### config.mk
export PLATFORM = sky130hd
export DESIGN_NAME = imm_mac
export DESIGN_NICKNAME = d
export VERILOG_FILES = /design/src/sv/assert_macros.svh /design/src/sv/imm_pkg.sv /design/src/sv/imm_mac.sv
export SDC_FILE = /design/constraint.sdc
export NUM_CORES = 1
export LEC_CHECK = 0
export ABC_AREA = 1
export BUFFER_PORTS_ARGS = -buffer_cell sky130_fd_sc_hd__buf_4
export CORE_MARGIN = 5
export CORE_UTILIZATION = 50
export CTS_BUF_LIST = sky130_fd_sc_hd__clkbuf_4 sky130_fd_sc_hd__clkbuf_8 sky130_fd_sc_hd__clkbuf_16
export DETAILED_ROUTE_END_ITERATION = 6
export GPL_TIMING_DRIVEN = 0
export PLACE_DENSITY = 0.76
export SYNTH_ARGS = -nofsm -noshare
export SYNTH_HDL_FRONTEND = slang
export SYNTH_SLANG_ARGS = --single-unit
### constraint.sdc
create_clock -name clk -period 8.58 [get_ports clk]
set_input_delay 1.287 -clock clk [delete_from_list [all_inputs] [get_ports clk]]
set_output_delay 1.287 -clock clk [all_outputs]
set_load 0.02 [all_outputs]
### src/sv/assert_macros.svh
// Assertion macros for the top level of the integer matrix multiplier.
// Each macro samples on clk and is disabled while arst_n is low.
`ifndef ASSERT_MACROS_SVH
`define ASSERT_MACROS_SVH

// Same-cycle implication: when pre holds, post must hold too.
`define IMM_ASSERT_IMP(lbl, pre, post, msg) \
	lbl: assert property (@(posedge clk) disable iff (!arst_n) (pre) |-> (post)) \
		else $error(msg);

// Next-cycle implication: when pre holds, post must hold in the next cycle.
`define IMM_ASSERT_NXT(lbl, pre, post, msg) \
	lbl: assert property (@(posedge clk) disable iff (!arst_n) (pre) |=> (post)) \
		else $error(msg);

`endif

### src/sv/imm_pkg.sv
// Shared types and constants of the integer matrix multiplier.
// No dependencies; the MAC, the sequencer and the top level import this package.
package imm_pkg;

	// Matrix element width and configuration port geometry.
	localparam int WORD_W    = 32;
	localparam int CFG_W     = 6;
	localparam int CFG_IDX_W = 2;

	typedef logic [WORD_W-1:0]    word_t;
	typedef logic [CFG_W-1:0]     cfg_data_t;
	typedef logic [CFG_IDX_W-1:0] cfg_idx_t;

	// Configuration register indexes.
	localparam cfg_idx_t REG_ROWS_A    = 2'd0;
	localparam cfg_idx_t REG_ROWS_B    = 2'd1;
	localparam cfg_idx_t REG_INNER_LEN = 2'd2;

	// Sequencer states.
	typedef enum logic {
		ST_IDLE,
		ST_RUN
	} imm_state_t;

endpackage

### src/sv/imm_mac.sv
// Shared multiply-accumulate unit: one product and one addition per cycle.
// Depends on imm_pkg for the word type.
module imm_mac (
	input  logic          clk,
	input  imm_pkg::word_t a_elem,
	input  imm_pkg::word_t b_elem,
	input  imm_pkg::word_t sum_in,
	input  logic          clear_sum,
	output imm_pkg::word_t total
);
	import imm_pkg::*;

	word_t prod;
	word_t prod_s2;
	word_t addend_s2;

	// The product wraps to the word width.
	assign prod = a_elem * b_elem;

	// Register the product; the first inner step starts from zero.
	always_ff @(posedge clk) begin
		prod_s2   <= prod;
		addend_s2 <= clear_sum ? '0 : sum_in;
	end

	assign total = prod_s2 + addend_s2;

endmodule

Word-level counts from Yosys, hierarchy flattened
Cells that the tools add are included.
{"block": "op_classes", "multipliers": 1, "add_sub_neg": 1}
{"op": "$add A32 B32 Y32", "count": 1}
{"op": "$mul A32 B32 Y32", "count": 1}
{"block": "word_totals", "word_cells": 4, "ff_bits": 64}

Longest topological paths before layout
Gate-level depths: netlist (run 1).
{"block": "logic_depth", "word_depth": 1, "mapped_depth": 34, "ltp_nobuf": 33}

Least setup slack after synthesis (run 1)
OpenSTA, ideal clock, no wires.
{"block": "synth_path", "path_type": "input-to-reg", "startpoint": "in a_elem[12]", "endpoint": "reg prod_s2[27]", "path_stages": 28, "path_slack_ps": 1276, "setup_time_ps": 72, "t_arrival_ps": 7232, "required_time_ps": 8508, "path_buffers": 2, "cell_sequence": "clkbuf_1 > buf_1 > nand2_1 > fa_1 > inv_1 > fa_1 > inv_1 > fa_1 > fa_1 > inv_1 > fa_1 > inv_1 > fa_1 > fa_1 > fa_1 > inv_1 > ha_1 > nand2_1 > nor2_1 > inv_1 > nor2_2 > nand4_1 > nand3_1 > nand3_1 > nand2_1 > nand2_1 > nand2_1 > xor2_1"}
{"block": "synth_via", "elab_chain_len": 1}
{"element": "start: declaration", "line": "imm_mac.sv:5", "rtl": "input imm_pkg::word_t a_elem,"}
{"element": "$mul A32 B32 Y32", "line": "imm_mac.sv:18", "rtl": "assign prod = a_elem * b_elem;"}
{"element": "via prod[27]", "line": "imm_mac.sv:13", "rtl": "word_t prod;"}
{"element": "end signal: assignment", "line": "imm_mac.sv:22", "rtl": "prod_s2 <= prod;"}
{"element": "end: declaration", "line": "imm_mac.sv:14", "rtl": "word_t prod_s2;"}
The timed path passes the listed nets, and every way through them passes these cells.
A chain may end at the register's enable or synchronous reset.

Worst setup path after layout (run 1)
{"block": "layout_path", "startpoint": "in b_elem[3]", "endpoint": "reg prod_s2[27]"}
{"block": "layout_via", "elab_chain_len": 1}
{"element": "start: declaration", "line": "imm_mac.sv:6", "rtl": "input imm_pkg::word_t b_elem,"}
{"element": "$mul A32 B32 Y32", "line": "imm_mac.sv:18"}
{"element": "via prod[27]", "line": "imm_mac.sv:13"}
The timed path passes the listed nets, and every way through them passes these cells.

==> reports/results.txt, run 1 <==
Status -> complete, no violations
Area delta synth->final -> 8.633%
Max Cap Violations -> 0
Largest delay share family, worst path -> adder cells
Height of the die -> 209.6 µm
Post-synth EDFFs -> 0
Mapped Area -> 0.01991 mm²
Placed Cells incl. Taps -> 3,294
Buffers & Inverters on Critical Path -> 6
DP Worst Slack -> -0.06451 ns
Setup Fix Bufs, Post-CTS -> 0
Slowest stage delay, CP -> 0.61 ns
Total of warnings raised by yosys -> 0
Largest cells by area after synthesis -> fa_1 (41%), inv_1 (15%), nand2_1 (14%)
Vias in the first global route -> 18.11k
Final Slew Violations -> 0
Die W -> 209.6 µm
DRT Pass-1 Iters -> 6
Total Routing Usage GR -> 0.2823
Min cycle time layout -> 8.269 ns
Syn Area/Cell -> 7.472 µm²
Data required, critical path -> 8.80 ns
Post-synthesis net count -> 3,326
Worst-Margin Slew -> 1.014 ns
Port bufs -> 104
Vias per inst -> 5.139
Top Ports -> 130
Final setup fails -> 0
DR iter-0 viols -> 1,562
Drt drc -> 0
Post-DP HPWL -> 52.04 mm
Synth Register Bits -> 64
Hold Fails Final Rpt -> 0
Clock Pin Slew Worst Setup and Hold Paths -> 0.06 ns
Synth cell types -> 41
First-pass GRT wire length -> 96.19 mm
Crit end category -> flop
CTS tree -> built
Crit share post-route -> 0.9637
Diodes inserted -> 0
Top_reg_cell synth -> dfxtp_1
Root Buffer -> clkbuf_16
Max_slew headroom -> 0.3243
CP max-delay cell -> buf_1
Crit path max fanout -> 10
Initial antenna violation count -> 0
CTS buffer count -> 9
Row cnt -> 73
Initial core utilization -> 0.5035
Worst hold path type -> input port to flop
CP arrival -> 8.49 ns
Gr ovfl total -> 0
H-tree levels -> 3
Fillers -> 3,729
Post-synthesis sequential area ratio -> 0.06434
Total length of routed wires -> 61.44 mm
Non-Filler Instances -> 3,310
Placer congestion estimate -> 0.9988
Max frequency -> 0.1209 GHz
WL/cell -> 18.56 µm
CTS max path bufs -> 2
Largest area contributor in the netlist -> fa_1
Worst Setup Start Kind -> input port
Setup ws final -> 0.3112 ns
Most used cell along the critical path -> fa_1
Clock sinks -> 64
Post-route ant nets -> 0
CP Class -> input port to flop
Worst setup path start -> b_elem[3]
Core area -> 0.03955 mm²
RSZ-0062 raised after global routing -> false
Worst Hold Launch -> sum_in[21]
Share of the synthesized area in the top cell type -> 0.4112
Share of layout cells above drive strength 1 -> 0.06355
Share of async-settable or async-resettable flops after synthesis -> 0
Syn Inst Count -> 2,665
Vias -> 17.01k
Largest net degree at the start of global routing -> 14
Fin nets -> 3,441
Die area -> 0.04392 mm²
==> flip-flops by register name, summed over array words and instances, names as in the netlist <==
register   count
prod_s2       32
addend_s2     32
==> placed cells by master, fill, tap and decap left out, types with 53 or more instances in the layout <==
| cell type | instances |
|---|---|
| inv_1 | 806 |
| nand2_1 | 761 |
| fa_1 | 409 |
| ha_1 | 154 |
| buf_4 | 117 |
| nor2_1 | 76 |
| clkbuf_1 | 73 |
| dfxtp_1 | 64 |
| a21oi_1 | 55 |
| nand3_1 | 53 |
==> cell families (layout without fill, tap and decap cells) <==
group | count (synthesis) | in the layout | synth area share
compound gates | 129 | 129 | 0.03940
xor+xnor | 65 | 65 | 0.02859
buf+inv | 916 | 1036 | 0.1762
fa+ha+maj | 563 | 563 | 0.5079
flops | 64 | 64 | 0.06434
simple gates | 928 | 928 | 0.1835
==> layout make-up <==
cell class / count / area [µm²] / area share
Buffer: 107 / 475.5 / 0.02198
Clock inverter: 7 / 52.55 / 0.002429
Timing Repair Buffer: 104 / 780.7 / 0.03609
Inverter: 809 / 3037 / 0.1404
Sequential cell: 64 / 1281 / 0.05923
Clock buffer: 9 / 225.2 / 0.01041
Tap cell: 525 / 656.9 / 0.03037
Multi-Input combinational cell: 1685 / 15120 / 0.6991
==> tightest hold or removal path, cell delays in order <==
cell	delay [ns]
buf_4	0.07
inv_1	0.03
nor2_1	0.06
==> per-layer routing <==
layer / track usage / up-vias / routed length (µm)
met1: 0.3527 / 8166 / 23190
met4: 0.1512 / 0 / 3992
li1: - / 7741 / -
met2: 0.4567 / 901 / 27580
met3: 0.06562 / 202 / 6673
met5: 0 / - / 0
==> path summary, 6_finish.rpt <==
path | endpoint | slack [ns] | depth (start not counted)
max | prod_s2[27]$_DFF_P_ | 0.31 | 25
min | addend_s2[21]$_SDFF_PP0_ | 1.15 | 3
==> synth_stat cells, types with 2 or more instances <==
cell type / count
inv_1: 806
ha_1: 154
inv_2: 3
nor3_1: 7
buf_2: 10
o2111ai_1: 2
a221oi_1: 3
a21o_1: 6
a21oi_2: 6
dfxtp_1: 64
nand2_2: 9
buf_1: 9
clkbuf_1: 73
nor2_1: 76
a21oi_1: 55
o21bai_2: 2
o21ai_1: 6
nand2_1: 761
o21ai_2: 4
a31oi_1: 7
xnor2_1: 19
o21bai_1: 8
o21ai_0: 23
buf_4: 13
nand4_1: 8
nand3_1: 53
nand3b_1: 9
fa_1: 409
a21boi_2: 2
a211oi_1: 2
xor2_1: 46
==> stage by stage <==
step	instance area (µm²)	hold WS (ns)	TNS [ns]	utilization
finish	21630	1.153	0	0.5470
global route	21630	1.161	0	0.5470
global placement	21350	1.491	0	0.5398
floorplan	19910	1.358	0	-
detailed placement	21350	1.501	-0.1166	0.5398
CTS	21630	1.148	0	0.5469
==> what timing repair did <==
action	in CTS	in global routing
hold buffers	0	0
setup endpoints to repair	0	5
gates resized for setup	0	3
Power of run 1 is not shown: default switching activity piles up to over one toggle a cycle in this logic, so the estimate is an artifact.
==> run 2: changes to the inputs <==
--- a/config.mk
+++ b/config.mk
@@ -12,7 +12,7 @@
 export CTS_BUF_LIST = sky130_fd_sc_hd__clkbuf_4 sky130_fd_sc_hd__clkbuf_8 sky130_fd_sc_hd__clkbuf_16
 export DETAILED_ROUTE_END_ITERATION = 6
 export GPL_TIMING_DRIVEN = 0
-export PLACE_DENSITY = 0.76
+export PLACE_DENSITY = 0.68
 export SYNTH_ARGS = -nofsm -noshare
 export SYNTH_HDL_FRONTEND = slang
 export SYNTH_SLANG_ARGS = --single-unit
==> run 2 against run 1 <==
Compared with the run above: setup slack got worse by 0.0012 ns; non-clock buffer count fell by 2; critical path depth fell by 2; sequential share of layout area barely moved; die area did not move; fmax barely moved; via count fell by 0.63%; core utilization rose by 0.11 points; design area rose by 0.20%; cell count barely moved; wire length rose by 1.5%; global-route usage rose by 0.54 points; critical path type unchanged.
==> reports/results.txt, run 2 (synthesis results as in run 1) <==
Status -> complete, no violations
Cts repair resizes -> 0
Clock sinks -> 64
Total length of routed wires -> 62.36 mm
Port bufs -> 104
Core area -> 0.03955 mm²
H-tree levels -> 3
Row cnt -> 73
Initial core utilization -> 0.5035
Setup TNS -> 0 ns
Root Buffer -> clkbuf_16
Initial antenna violation count -> 1
RSZ-0062 raised after global routing -> false
Final Slew Violations -> 0
Post-route ant nets -> 0
Worst Hold Launch -> sum_in[28]
CP Class -> input port to flop
Gr ovfl total -> 0
Setup Fix Bufs, Post-CTS -> 0
Vias in the first global route -> 17.94k
Worst Setup Start Kind -> input port
CP arrival -> 8.48 ns
Placed inst area -> 0.02135 mm²
Vias per inst -> 5.109
Fin area -> 0.02167 mm²
Worst-Margin Slew -> 1.040 ns
Crit share post-route -> 0.9639
Clock Pin Slew Worst Setup and Hold Paths -> 0.06 ns
Hold Fails Final Rpt -> 0
CTS Hold Bufs -> 0
CTS buffer count -> 9
Fin nets -> 3,439
WHS Path Cells -> 3
Area delta synth->final -> 8.847%
CTS tree -> built
Placed Cells incl. Taps -> 3,294
Die area -> 0.04392 mm²
Vias -> 16.90k
WL/cell -> 18.85 µm
Min-Delay Endpoint -> addend_s2[28]$_SDFF_PP0_
Final setup fails -> 0
Diodes inserted -> 0
Top Ports -> 130
Max frequency -> 0.1209 GHz
Placer congestion estimate -> 0.9704
Post-DP HPWL -> 53.47 mm
Total Routing Usage GR -> 0.2878
Crit path max fanout -> 10
Die W -> 209.6 µm
Share of layout cells above drive strength 1 -> 0.06360
Worst hold path type -> input port to flop
Crit end category -> flop
CTS max path bufs -> 2
Drt drc -> 0
Max Cap Violations -> 0
DR iter-0 viols -> 1,313
Data required, critical path -> 8.79 ns
First-pass GRT wire length -> 97.98 mm
Max_slew headroom -> 0.3064
Biggest regs -> addend_s2 x32, prod_s2 x32
Largest net degree at the start of global routing -> 14
Height of the die -> 209.6 µm
Leading cell type in the layout, fill and taps excluded -> inv_1
Non-Filler Instances -> 3,308
Min cycle time layout -> 8.270 ns
DRT Pass-1 Iters -> 5
Commonest non-fill, non-tap cells in the layout -> inv_1 (806), nand2_1 (761), fa_1 (409)
Fillers -> 3,836
==> run 2: cell types whose count changed in the layout (fill, tap and decap cells not counted), sizes merged <==
cell    previous run  this run
bufinv             0         2
clkbuf            86        84
clkinv             3         2
inv              812       811
==> run 2: worst max-delay path by stage <==
stage	from	endpoint	cells after the start
finish	a_elem[3]	prod_s2[29]$_DFF_P_	23
global route	b_elem[3]	prod_s2[29]$_DFF_P_	29
CTS	a_elem[12]	prod_s2[29]$_DFF_P_	29
detailed placement	a_elem[12]	prod_s2[29]$_DFF_P_	29
global placement	a_elem[12]	prod_s2[27]$_DFF_P_	29
floorplan	a_elem[12]	prod_s2[27]$_DFF_P_	28
==> run 2: through the flow <==
step | utilization | hold slack [ns] | setup slack [ns]
finish | 0.5480 | 1.149 | 0.3100
global placement | 0.5398 | 1.492 | -0.05035
CTS | 0.5481 | 1.145 | 0.1344
floorplan | - | 1.358 | 1.276
detailed placement | 0.5398 | 1.495 | -0.1696
global route | 0.5480 | 1.160 | 0.02052
==> run 2: worst max-delay path, stage by stage <==
cell and delay (ns):
buf_4 0.08, clkbuf_1 0.64, buf_1 0.70, nand2_1 0.18
fa_1 0.56, fa_1 0.41, fa_1 0.41, fa_1 0.55
inv_1 0.07, fa_1 0.45, ha_1 0.30, fa_1 0.51
fa_1 0.42, ha_1 0.35, a21oi_1 0.20, o21ai_0 0.16
a21oi_1 0.38, nand3_1 0.29, nand3_1 0.14, nand2_1 0.11
nand2_1 0.08, nand2_1 0.06, xor2_1 0.14
==> run 2: area by class of cell <==
class | count | area (µm²) | share of cell area
plain buffers | 105 | 467.9 | 0.02159
clock buffers | 9 | 225.2 | 0.01039
clock inverters | 7 | 102.6 | 0.004734
inverters | 809 | 3037 | 0.1401
multi-input cells | 1685 | 15120 | 0.6977
flip-flops and latches | 64 | 1281 | 0.05911
well taps | 525 | 656.9 | 0.03031
repair buffers | 104 | 780.7 | 0.03602
==> run 2: layer usage <==
layer	vias up	track usage	share of wire
met5	-	0	0
met4	0	0.1436	0.063
met3	185	0.04484	0.085
met2	743	0.4807	0.46
met1	8245	0.3652	0.39
li1	7729	-	-
Power of run 2 is left out for the same reason.
