==> src/sv/assert_macros.svh <==
// Assertion macros for the top level of the integer matrix multiplier.
// Each macro samples on clk and is disabled while arst_n is low.
`ifndef ASSERT_MACROS_SVH
`define ASSERT_MACROS_SVH

// Same-cycle implication: when pre holds, post must hold too.
`define IMM_ASSERT_IMP(lbl, pre, post, msg) \
	lbl: assert property (@(posedge clk) disable iff (!arst_n) (pre) |-> (post)) \
		else $error(msg);

// Next-cycle implication: when pre holds, post must hold in the next cycle.
`define IMM_ASSERT_NXT(lbl, pre, post, msg) \
	lbl: assert property (@(posedge clk) disable iff (!arst_n) (pre) |=> (post)) \
		else $error(msg);

`endif

==> src/sv/imm_pkg.sv <==
// Shared types and constants of the integer matrix multiplier.
// No dependencies; the MAC, the sequencer and the top level import this package.
package imm_pkg;

	// Matrix element width and configuration port geometry.
	localparam int WORD_W    = 32;
	localparam int CFG_W     = 6;
	localparam int CFG_IDX_W = 2;

	typedef logic [WORD_W-1:0]    word_t;
	typedef logic [CFG_W-1:0]     cfg_data_t;
	typedef logic [CFG_IDX_W-1:0] cfg_idx_t;

	// Configuration register indexes.
	localparam cfg_idx_t REG_ROWS_A    = 2'd0;
	localparam cfg_idx_t REG_ROWS_B    = 2'd1;
	localparam cfg_idx_t REG_INNER_LEN = 2'd2;

	// Sequencer states.
	typedef enum logic {
		ST_IDLE,
		ST_RUN
	} imm_state_t;

endpackage

==> src/sv/imm_ctrl.sv <==
// Sequencer of the matrix multiplier: configuration, stream counters,
// memory addressing and result registers. Depends on imm_pkg.
module imm_ctrl #(
	parameter int MAX_DIM = 32,
	localparam int IDX_W = $clog2(MAX_DIM),
	localparam int DIM_W = $clog2(MAX_DIM + 1),
	localparam int AADR_W = 2 * IDX_W
) (
	input  logic               clk,
	input  logic               arst_n,
	input  logic               cfg_we,
	input  imm_pkg::cfg_idx_t  cfg_index,
	input  imm_pkg::cfg_data_t cfg_data,
	input  logic               start,
	input  imm_pkg::word_t     word,
	output logic               busy,
	output logic               a_we,
	output logic [AADR_W-1:0]  a_waddr,
	output logic [AADR_W-1:0]  a_raddr,
	output logic [IDX_W-1:0]   sum_raddr,
	output logic               sum_we,
	output logic [IDX_W-1:0]   sum_waddr,
	output imm_pkg::word_t     b_elem,
	output logic               clear_sum,
	input  imm_pkg::word_t     total,
	output logic               result_valid,
	output imm_pkg::word_t     product,
	output logic [IDX_W-1:0]   row_index,
	output logic [IDX_W-1:0]   col_index,
	output logic               column_done,
	output logic               matrix_done
);
	import imm_pkg::*;

	// Map a raw register value onto 1..MAX_DIM.
	function automatic logic [DIM_W-1:0] clamp_dim(input cfg_data_t v);
		logic [DIM_W-1:0] r;
		if (v == '0) begin
			r = DIM_W'(1);
		end else if (int'(v) > MAX_DIM) begin
			r = DIM_W'(MAX_DIM);
		end else begin
			r = DIM_W'(v);
		end
		return r;
	endfunction

	logic [DIM_W-1:0] rows_a_q, rows_b_q, inner_len_q;
	logic             loading_b_q;
	logic [IDX_W-1:0] row_count_q, inner_count_q;
	logic             restart;
	logic             accept;
	logic             row_end, last_a_row, last_b_row;

	imm_state_t       state_q, state_d;
	logic             issue;
	logic [IDX_W-1:0] m_q;
	logic             last_m;

	word_t            w_q;
	logic [IDX_W-1:0] job_k_q, job_col_q;
	logic             job_first_q, job_emit_q, job_last_col_q;

	logic             vld_s1, vld_s2;
	logic [IDX_W-1:0] m_s1, m_s2;
	logic             last_row_s2;

	assign accept  = start && !busy;
	assign restart = cfg_we && (cfg_index == REG_ROWS_A || cfg_index == REG_ROWS_B ||
		cfg_index == REG_INNER_LEN);

	assign row_end    = (DIM_W'(inner_count_q) + DIM_W'(1)) >= inner_len_q;
	assign last_a_row = (DIM_W'(row_count_q) + DIM_W'(1)) >= rows_a_q;
	assign last_b_row = (DIM_W'(row_count_q) + DIM_W'(1)) >= rows_b_q;
	assign last_m     = (DIM_W'(m_q) + DIM_W'(1)) == rows_a_q;

	// Configuration registers.
	always_ff @(posedge clk or negedge arst_n) begin
		if (!arst_n) begin
			rows_a_q    <= DIM_W'(1);
			rows_b_q    <= DIM_W'(1);
			inner_len_q <= DIM_W'(1);
		end else if (cfg_we) begin
			case (cfg_index)
				REG_ROWS_A:    rows_a_q    <= clamp_dim(cfg_data);
				REG_ROWS_B:    rows_b_q    <= clamp_dim(cfg_data);
				REG_INNER_LEN: inner_len_q <= clamp_dim(cfg_data);
				default:       ;
			endcase
		end
	end

	// Stream position: which matrix, row and inner element comes next.
	always_ff @(posedge clk or negedge arst_n) begin
		if (!arst_n) begin
			loading_b_q   <= 1'b0;
			row_count_q   <= '0;
			inner_count_q <= '0;
		end else if (restart) begin
			loading_b_q   <= 1'b0;
			row_count_q   <= '0;
			inner_count_q <= '0;
		end else if (accept) begin
			if (!row_end) begin
				inner_count_q <= inner_count_q + IDX_W'(1);
			end else begin
				inner_count_q <= '0;
				if ((loading_b_q && last_b_row) || (!loading_b_q && last_a_row)) begin
					row_count_q <= '0;
					loading_b_q <= !loading_b_q;
				end else begin
					row_count_q <= row_count_q + IDX_W'(1);
				end
			end
		end
	end

	// Elements of A go straight into the A store.
	assign a_we    = accept && !loading_b_q;
	assign a_waddr = {row_count_q, inner_count_q};

	// Per-transaction context of a B element, held while its rows are swept.
	always_ff @(posedge clk) begin
		if (accept && loading_b_q) begin
			w_q            <= word;
			job_k_q        <= inner_count_q;
			job_col_q      <= row_count_q;
			job_first_q    <= (inner_count_q == '0);
			job_emit_q     <= row_end;
			job_last_col_q <= last_b_row;
		end
	end

	// Sequencer next state.
	always_comb begin
		state_d = state_q;
		case (state_q)
			ST_IDLE: if (accept && loading_b_q) state_d = ST_RUN;
			ST_RUN:  if (last_m) state_d = ST_IDLE;
			default: state_d = ST_IDLE;
		endcase
	end

	// Sequencer outputs.
	always_comb begin
		issue = 1'b0;
		case (state_q)
			ST_IDLE: issue = 1'b0;
			ST_RUN:  issue = 1'b1;
			default: issue = 1'b0;
		endcase
		busy = (state_q != ST_IDLE) || vld_s1 || vld_s2;
	end

	// State, row sweep counter and stage valids.
	always_ff @(posedge clk or negedge arst_n) begin
		if (!arst_n) begin
			state_q <= ST_IDLE;
			m_q     <= '0;
			vld_s1  <= 1'b0;
			vld_s2  <= 1'b0;
		end else begin
			state_q <= state_d;
			if (accept) begin
				m_q <= '0;
			end else if (issue) begin
				m_q <= m_q + IDX_W'(1);
			end
			vld_s1 <= issue;
			vld_s2 <= vld_s1;
		end
	end

	// Row tags follow the read and multiply stages.
	always_ff @(posedge clk) begin
		m_s1 <= m_q;
		m_s2 <= m_s1;
	end

	assign a_raddr   = {m_q, job_k_q};
	assign sum_raddr = m_q;
	assign b_elem    = w_q;
	assign clear_sum = job_first_q;

	// Partial sums go back to memory unless the column is complete.
	assign sum_we      = vld_s2 && !job_emit_q;
	assign sum_waddr   = m_s2;
	assign last_row_s2 = (DIM_W'(m_s2) + DIM_W'(1)) == rows_a_q;

	// Result strobe.
	always_ff @(posedge clk or negedge arst_n) begin
		if (!arst_n) begin
			result_valid <= 1'b0;
		end else begin
			result_valid <= vld_s2 && job_emit_q;
		end
	end

	// Result payload.
	always_ff @(posedge clk) begin
		if (vld_s2 && job_emit_q) begin
			product     <= total;
			row_index   <= m_s2;
			col_index   <= job_col_q;
			column_done <= last_row_s2;
			matrix_done <= last_row_s2 && job_last_col_q;
		end
	end

endmodule

==> config.mk <==
export PLATFORM = sky130hd
export DESIGN_NAME = imm_ctrl
export DESIGN_NICKNAME = d
export VERILOG_FILES = /design/src/sv/assert_macros.svh /design/src/sv/imm_pkg.sv /design/src/sv/imm_ctrl.sv
export SDC_FILE = /design/constraint.sdc
export NUM_CORES = 1
export LEC_CHECK = 0
export ABC_AREA = 1
export BUFFER_PORTS_ARGS = -buffer_cell sky130_fd_sc_hd__buf_4
export CELL_PAD_IN_SITES_DETAIL_PLACEMENT = 0
export CELL_PAD_IN_SITES_GLOBAL_PLACEMENT = 1
export CORE_ASPECT_RATIO = 0.6
export CORE_MARGIN = 3
export CORE_UTILIZATION = 42
export CTS_CLUSTER_DIAMETER = 80
export DETAILED_ROUTE_END_ITERATION = 8
export PLACE_DENSITY = 0.93
export REMOVE_ABC_BUFFERS = 1
export SLEW_MARGIN = 20
export SYNTH_ARGS = -nofsm -noshare
export SYNTH_HDL_FRONTEND = slang
export SYNTH_SLANG_ARGS = --single-unit
export TNS_END_PERCENT = 20
==> constraint.sdc <==
create_clock -name clk -period 5.7 [get_ports clk]
set_input_delay 0.285 -clock clk [delete_from_list [all_inputs] [get_ports clk]]
set_output_delay 0.285 -clock clk [all_outputs]
set_load 0.02 [all_outputs]
; ---- After elaboration in Yosys (flattened, before gate mapping)
; Index checks and enable logic that the tools add are counted.
[classes]
order_cmp = 4
n_eq_ne = 4
muxes = 19
bitwise = 1
reduce_logical = 29
add_sub_neg = 7
[ops]
columns = op, count
row1 = 5-bit 2-to-1 mux, 9
row2 = "5-bit by 1-bit adder with 6-bit output, second input constant", 4
row3 = 6-bit >= comparator, 3
row4 = "5-bit by 1-bit adder with 5-bit output, second input constant", 3
row5 = 6-bit == test, 2
row6 = 6-bit 2-to-1 mux, 2
row7 = 1-bit logical AND, 9
row8 = 2-bit AND reduction, 4
row9 = 2-bit nonzero test, 4
row10 = "6-bit greater-than comparator, second input constant", 1
row11 = 6-bit zero test, 1
row12 = 1-bit 2-to-1 mux, 6
row13 = 5-bit zero test, 1
row14 = 1-bit logical OR, 5
row15 = 1-bit one-hot mux with 2 select lines, 2
row16 = 1-bit zero test, 3
row17 = 3-bit AND reduction, 1
row18 = "2-bit by 1-bit == test with 1-bit output, second input constant", 1
row19 = "2-bit == test, second input constant", 1
row20 = 2-bit zero test, 1
row21 = 1-bit NOT, 1
[word_totals]
word_cells = 88
out_inout_bits = 111
inputBits = 76
register_bits = 137

; ---- Longest topological paths before layout
[depth]
ltp_word = 8
ltp_mapped = 13
ltp_nobuf = 13

; ---- Least setup slack after synthesis
; Ideal clock, no wire load.
[synth_path]
kind = reg-to-reg
from = register state_q
to = register w_q[0] (netlist: b_elem[0]), enable pin
t_arrival_ns = 2.640
slack_ns = 2.611
synth_period_minus_slack_ns = 3.089
n_path_buf = 0
t_required_ns = 5.251
setup_ns = 0.449
stages_incl_launch_ff = 4
path_cell_list = dfrtp_1 inv_2 nand4_4 nor2_1
[synth_via]
elab_chain_cells = 5
[synth_lines]
columns = item, line_no
row1 = start: declaration, imm_ctrl.sv:55  ; imm_state_t state_q, state_d;
row2 = start signal: assignment, imm_ctrl.sv:163  ; state_q <= state_d;
row3 = 1-bit logical OR (2 in series), imm_ctrl.sv:152  ; busy = (state_q != ST_IDLE) || vld_s1 || vld_s2;
row4 = 1-bit zero test, imm_ctrl.sv:68  ; assign accept = start && !busy;
row5 = 1-bit logical AND, imm_ctrl.sv:68
row6 = 1-bit logical AND, imm_ctrl.sv:124  ; if (accept && loading_b_q) begin
row7 = end signal: assignment, imm_ctrl.sv:125  ; w_q <= word;
row8 = end: declaration, imm_ctrl.sv:60  ; word_t w_q;
; Every way passes these cells.
; A chain may end at the register's enable or synchronous reset.

; ---- Worst setup path after layout
[layout_path]
from = register inner_count_q[0]
to = register row_count_q[3]
[layout_via]
elab_chain_cells = 4
[layout_lines]
columns = item, line_no
row1 = start: declaration, imm_ctrl.sv:50  ; logic [IDX_W-1:0] row_count_q, inner_count_q;
row2 = start signal: assignment, imm_ctrl.sv:105  ; inner_count_q <= inner_count_q + IDX_W'(1);
row3 = 5-bit by 1-bit adder with 6-bit output, imm_ctrl.sv:72  ; assign row_end = (DIM_W'(inner_count_q) + DIM_W'(1)) >= inner_len_q;
row4 = 6-bit >= comparator, imm_ctrl.sv:72
row5 = 2-bit nonzero test (no source line), n/a
row6 = 2-bit AND reduction (no source line), n/a
row7 = end signal: assignment, imm_ctrl.sv:112  ; row_count_q <= row_count_q + IDX_W'(1);
row8 = end: declaration, imm_ctrl.sv:50
; Every way passes these cells.

==> results_dict.tcl <==
set metrics [dict create \
    core_region_area_mm2 0.0124 \
    timing.fmax_ghz 0.437 \
    postSynthAreaPerCell_um2 12.2 \
    critPathRequiredTime_ps 6000 \
    pre_cts_slack_ps 3450 \
    chipHeight_um 94.5 \
    global_route.peak_usage_layer "met2" \
    synth_edf_count 89 \
    timing.final.max_slew_violations 0 \
    async_reset_ff_frac 0.277 \
    vdd.ir_drop.worst_mv 0.206 \
    drcViolationCount 0 \
    hold-path-endpoint "product[5]$_DFFE_PP_" \
    wire_length_of_the_first_global_routing_pass_um 20700 \
    max_slew.worst_pin.slew_ps 941 \
    cts.root.buffer_cell "clkbuf_16" \
    maximum_number_of_buffers_from_clock_root_to_sink 2 \
    outcome "completed" \
    worstHoldStart "total[5]" \
    worst_r2r_startpoint "inner_count_q[0]$_DFFE_PN0P_" \
    synthDominantAreaCellType "edfxtp_1" \
    ioPinCount 187 \
    number_of_global_route_vias_before_repair 3976 \
    total_grt_overflow 0 \
    post_cts_buffers 0 \
    rows 31 \
    synth.yosys.seq_area_share 0.698 \
    period_needed_ps 2290 \
    clk-insertion-delay-late_ps 420 \
    cp-start-kind "flip-flop" \
    maxCapViolations 0 \
    worst_path_largest_cell_delay_ps 460 \
    count_of_port_buffers_added_during_placement 186 \
    final_layout_size_suffix_gt1_frac 0.371 \
    routed_wl_per_cell_um 15.8 \
    synthDominantCellAreaShare 0.488 \
    timing.max_slew.rel_slack 0.372 \
    synthMostInstantiatedCell "nand2_1" \
    power-per-cell-area_mw_per_mm2 442 \
    layout-area-overhead-vs-synth_pct 40.1 \
    final_nets 751 \
    finalSetupViolations 0 \
    die_w_um 153 \
    hold_class "primary input to flip-flop" \
    critical-path-slowest-cell "dfrtp_1" \
    fp.dieArea_mm2 0.0145 \
    synth.cell_area_mm2 0.00548 \
    postLayoutSetupSlackWorst_ps 3410 \
    post-dp-hpwl_um 9820 \
    use_met2 0.297 \
    layout_worst_path_cycle_share 0.402 \
    timing.rr.end "row_count_q[3]$_DFFE_PN0P_" \
    hold_viol_final 0 \
    ys_seq_elements 137 \
    groute.usage.overall 0.184 \
    grt_setup_unrepaired "no" \
    insertedDiodeCount 0 \
    cts_tree "built" \
    synthCells 450 \
    gr-usage-met1 0.247 \
    setup_tns_ps 0 \
    number_of_cts_inserted_buffers 17 \
    worst_setup_path_end_kind "flip-flop" \
    effective_utilization_at_floorplan 0.442 \
    post_synth_main_area_contributors "edfxtp_1 49%, dfrtp_1 16%, nand2_1 6.5%, ha_1 5.3%, inv_1 4.3%" \
    met3_usage 0.0490 \
    ctsHtreeMaxLevel 4 \
    min_delay_path_depth 1 \
    instances_no_fill 830 \
    largest_net_degree_at_the_start_of_global_routing 46 \
    rr_worst_depth 13 \
    clock_sinks 137 \
    sequence_of_cells_on_the_critical_path "ha_1, nand3_1, xor2_1, inv_1, ha_1, nand2_1, inv_1, a21oi_2, nand3_2, nand2_4, inv_2, nand3_1, nand2_1" \
    p_leak_nw 3.55 \
    grt_antenna_before_repair 0 \
    gp_congestion 0.881 \
    dr_total_vias 3930 \
    detail_route.vias_per_cell 4.73 \
    drt_wl_total_um 13100 \
    timing.reg2reg.setup_slack_ps 3410 \
    post_synth_most_frequent_cells "95 x nand2_1, 89 x edfxtp_1, 63 x inv_1, 35 x dfrtp_1, 25 x nand3_1" \
    path_clk_slew_ps 60 \
    count_of_unique_library_cells_instantiated_by_yosys 36 \
    firstDrtPassIters 5 \
    crit_path_arrival_time_ps 2590 \
    first_iter_violations 206 \
    worstPathMaxFanout 9 \
    postSynth.topFlopCell "edfxtp_1" \
    share_of_the_core_filled_with_cells_in_the_final_layout 0.619 \
    worstSetupPathType "flip-flop to flip-flop" \
    ys_warn_count 0 \
    final.setup_skew_ps 8.22 \
    placed_cells_incl_taps 797 \
    ant_nets 0 \
]
## worst max-delay path: cells and delay by family, from the launching register on
kind	cells	cell delay [ps]
fa+ha+maj	2	540
flops	1	460
xor+xnor	1	200
buf+inv	3	200
simple gates	6	560
compound gates	1	200
## layer usage
| metal | wire (µm) | part of all wire |
|---|---|---|
| met1 | 5790 | 0.44 |
| met2 | 6260 | 0.48 |
| met3 | 961 | 0.073 |
| met4 | 87 | 0.0066 |
| met5 | 0 | 0 |
## how the worst max path moves through the flow
stage,start,end,cells past startpoint
after floorplan,state_q$_DFF_PN0_,b_elem[0]$_DFFE_PP_,3
after detailed placement,inner_count_q[0]$_DFFE_PN0P_,row_count_q[2]$_DFFE_PN0P_,13
after global routing,inner_count_q[0]$_DFFE_PN0P_,row_count_q[1]$_DFFE_PN0P_,13
after global placement,row_count_q[0]$_DFFE_PN0P_,loading_b_q$_DFFE_PN0P_,12
final,inner_count_q[0]$_DFFE_PN0P_,row_count_q[3]$_DFFE_PN0P_,13
after CTS,inner_count_q[0]$_DFFE_PN0P_,row_count_q[3]$_DFFE_PN0P_,13
## cells in the final DEF, fill, tap and decap left out, types with 2 or more instances in the layout
| cell type | netlist | routed |
|---|---|---|
| dfstp_2 | 3 | 3 |
| bufinv_16 | 0 | 2 |
| nand2_1 | 95 | 95 |
| dfxtp_1 | 10 | 10 |
| inv_6 | 0 | 3 |
| edfxtp_1 | 89 | 89 |
| ha_1 | 23 | 23 |
| o22ai_1 | 6 | 6 |
| nor2_2 | 3 | 3 |
| xnor2_1 | 2 | 2 |
| inv_8 | 0 | 5 |
| dfrtp_1 | 35 | 35 |
| inv_1 | 63 | 62 |
| nor2_1 | 21 | 20 |
| clkinvlp_4 | 0 | 4 |
| nand3b_1 | 2 | 2 |
| nand3_1 | 25 | 25 |
| nor3_1 | 2 | 2 |
| nand2_2 | 2 | 2 |
| a21oi_1 | 6 | 6 |
| buf_4 | 5 | 187 |
| nand2_4 | 2 | 2 |
| clkbuf_16 | 0 | 17 |
| nand4_1 | 5 | 5 |
| xor2_1 | 5 | 5 |
| inv_2 | 8 | 9 |
| o21ai_0 | 20 | 20 |
| nor2_4 | 1 | 2 |
| o21ai_1 | 5 | 5 |
## registers in the layout (all words and copies together), names as in the netlist, 5 cells and up
| signal | flops |
|---|---|
| col_index | 5 |
| m_s1 | 5 |
| sum_waddr | 5 |
| rows_a_q | 6 |
| row_count_q | 5 |
| inner_count_q | 5 |
| sum_raddr | 5 |
| job_k_q | 5 |
| b_elem | 32 |
| rows_b_q | 6 |
| job_col_q | 5 |
| inner_len_q | 6 |
| product | 32 |
| row_index | 5 |
## through the flow
| stage | total power, W | area, µm² | hold WS, ps |
|---|---|---|---|
| 6_report | 0.00340 | 7680 | 40.7 |
| 5_1_grt | 0.00358 | 7680 | 19.1 |
| 4_1_cts | 0.00342 | 7680 | 23.7 |
| 3_5_place_dp | 0.00230 | 7060 | 297 |
| 3_3_place_gp | 0.00227 | 7060 | 278 |
| 2_1_floorplan | 0.00190 | 5440 | -10.6 |
## power by group
| part | total (W) | switching, W | leakage, nW | internal (W) |
|---|---|---|---|---|
| Clock | 0.00112 | 0.000458 | 0.286 | 0.000663 |
| Combinational | 0.000880 | 0.000538 | 1.87 | 0.000343 |
| Sequential | 0.00139 | 0.000134 | 1.39 | 0.00126 |
| Total | 0.00340 | 0.00113 | 3.55 | 0.00227 |
## cell families after synthesis
kind of cell | after synthesis | share of synthesized area
buf+inv | 77 | 0.0562
flops | 137 | 0.698
xor+xnor | 7 | 0.0112
compound gates | 42 | 0.0438
fa+ha+maj | 23 | 0.0525
simple gates | 164 | 0.138
## what timing repair did
action                                 CTS  global route
hold buffers                             1             0
resized for setup                        0             0
endpoints found under the hold margin   35             0
## cell type report
cell class	count	area, µm²
repair buffers	188	1410
multi-input cells	236	1350
flip-flops and latches	137	3830
clock inverters	15	181
inverters	72	270
clock buffers	17	425
fillers	975	4730
well taps	165	206
No activity file was read; power rests on OpenSTA's default activity.
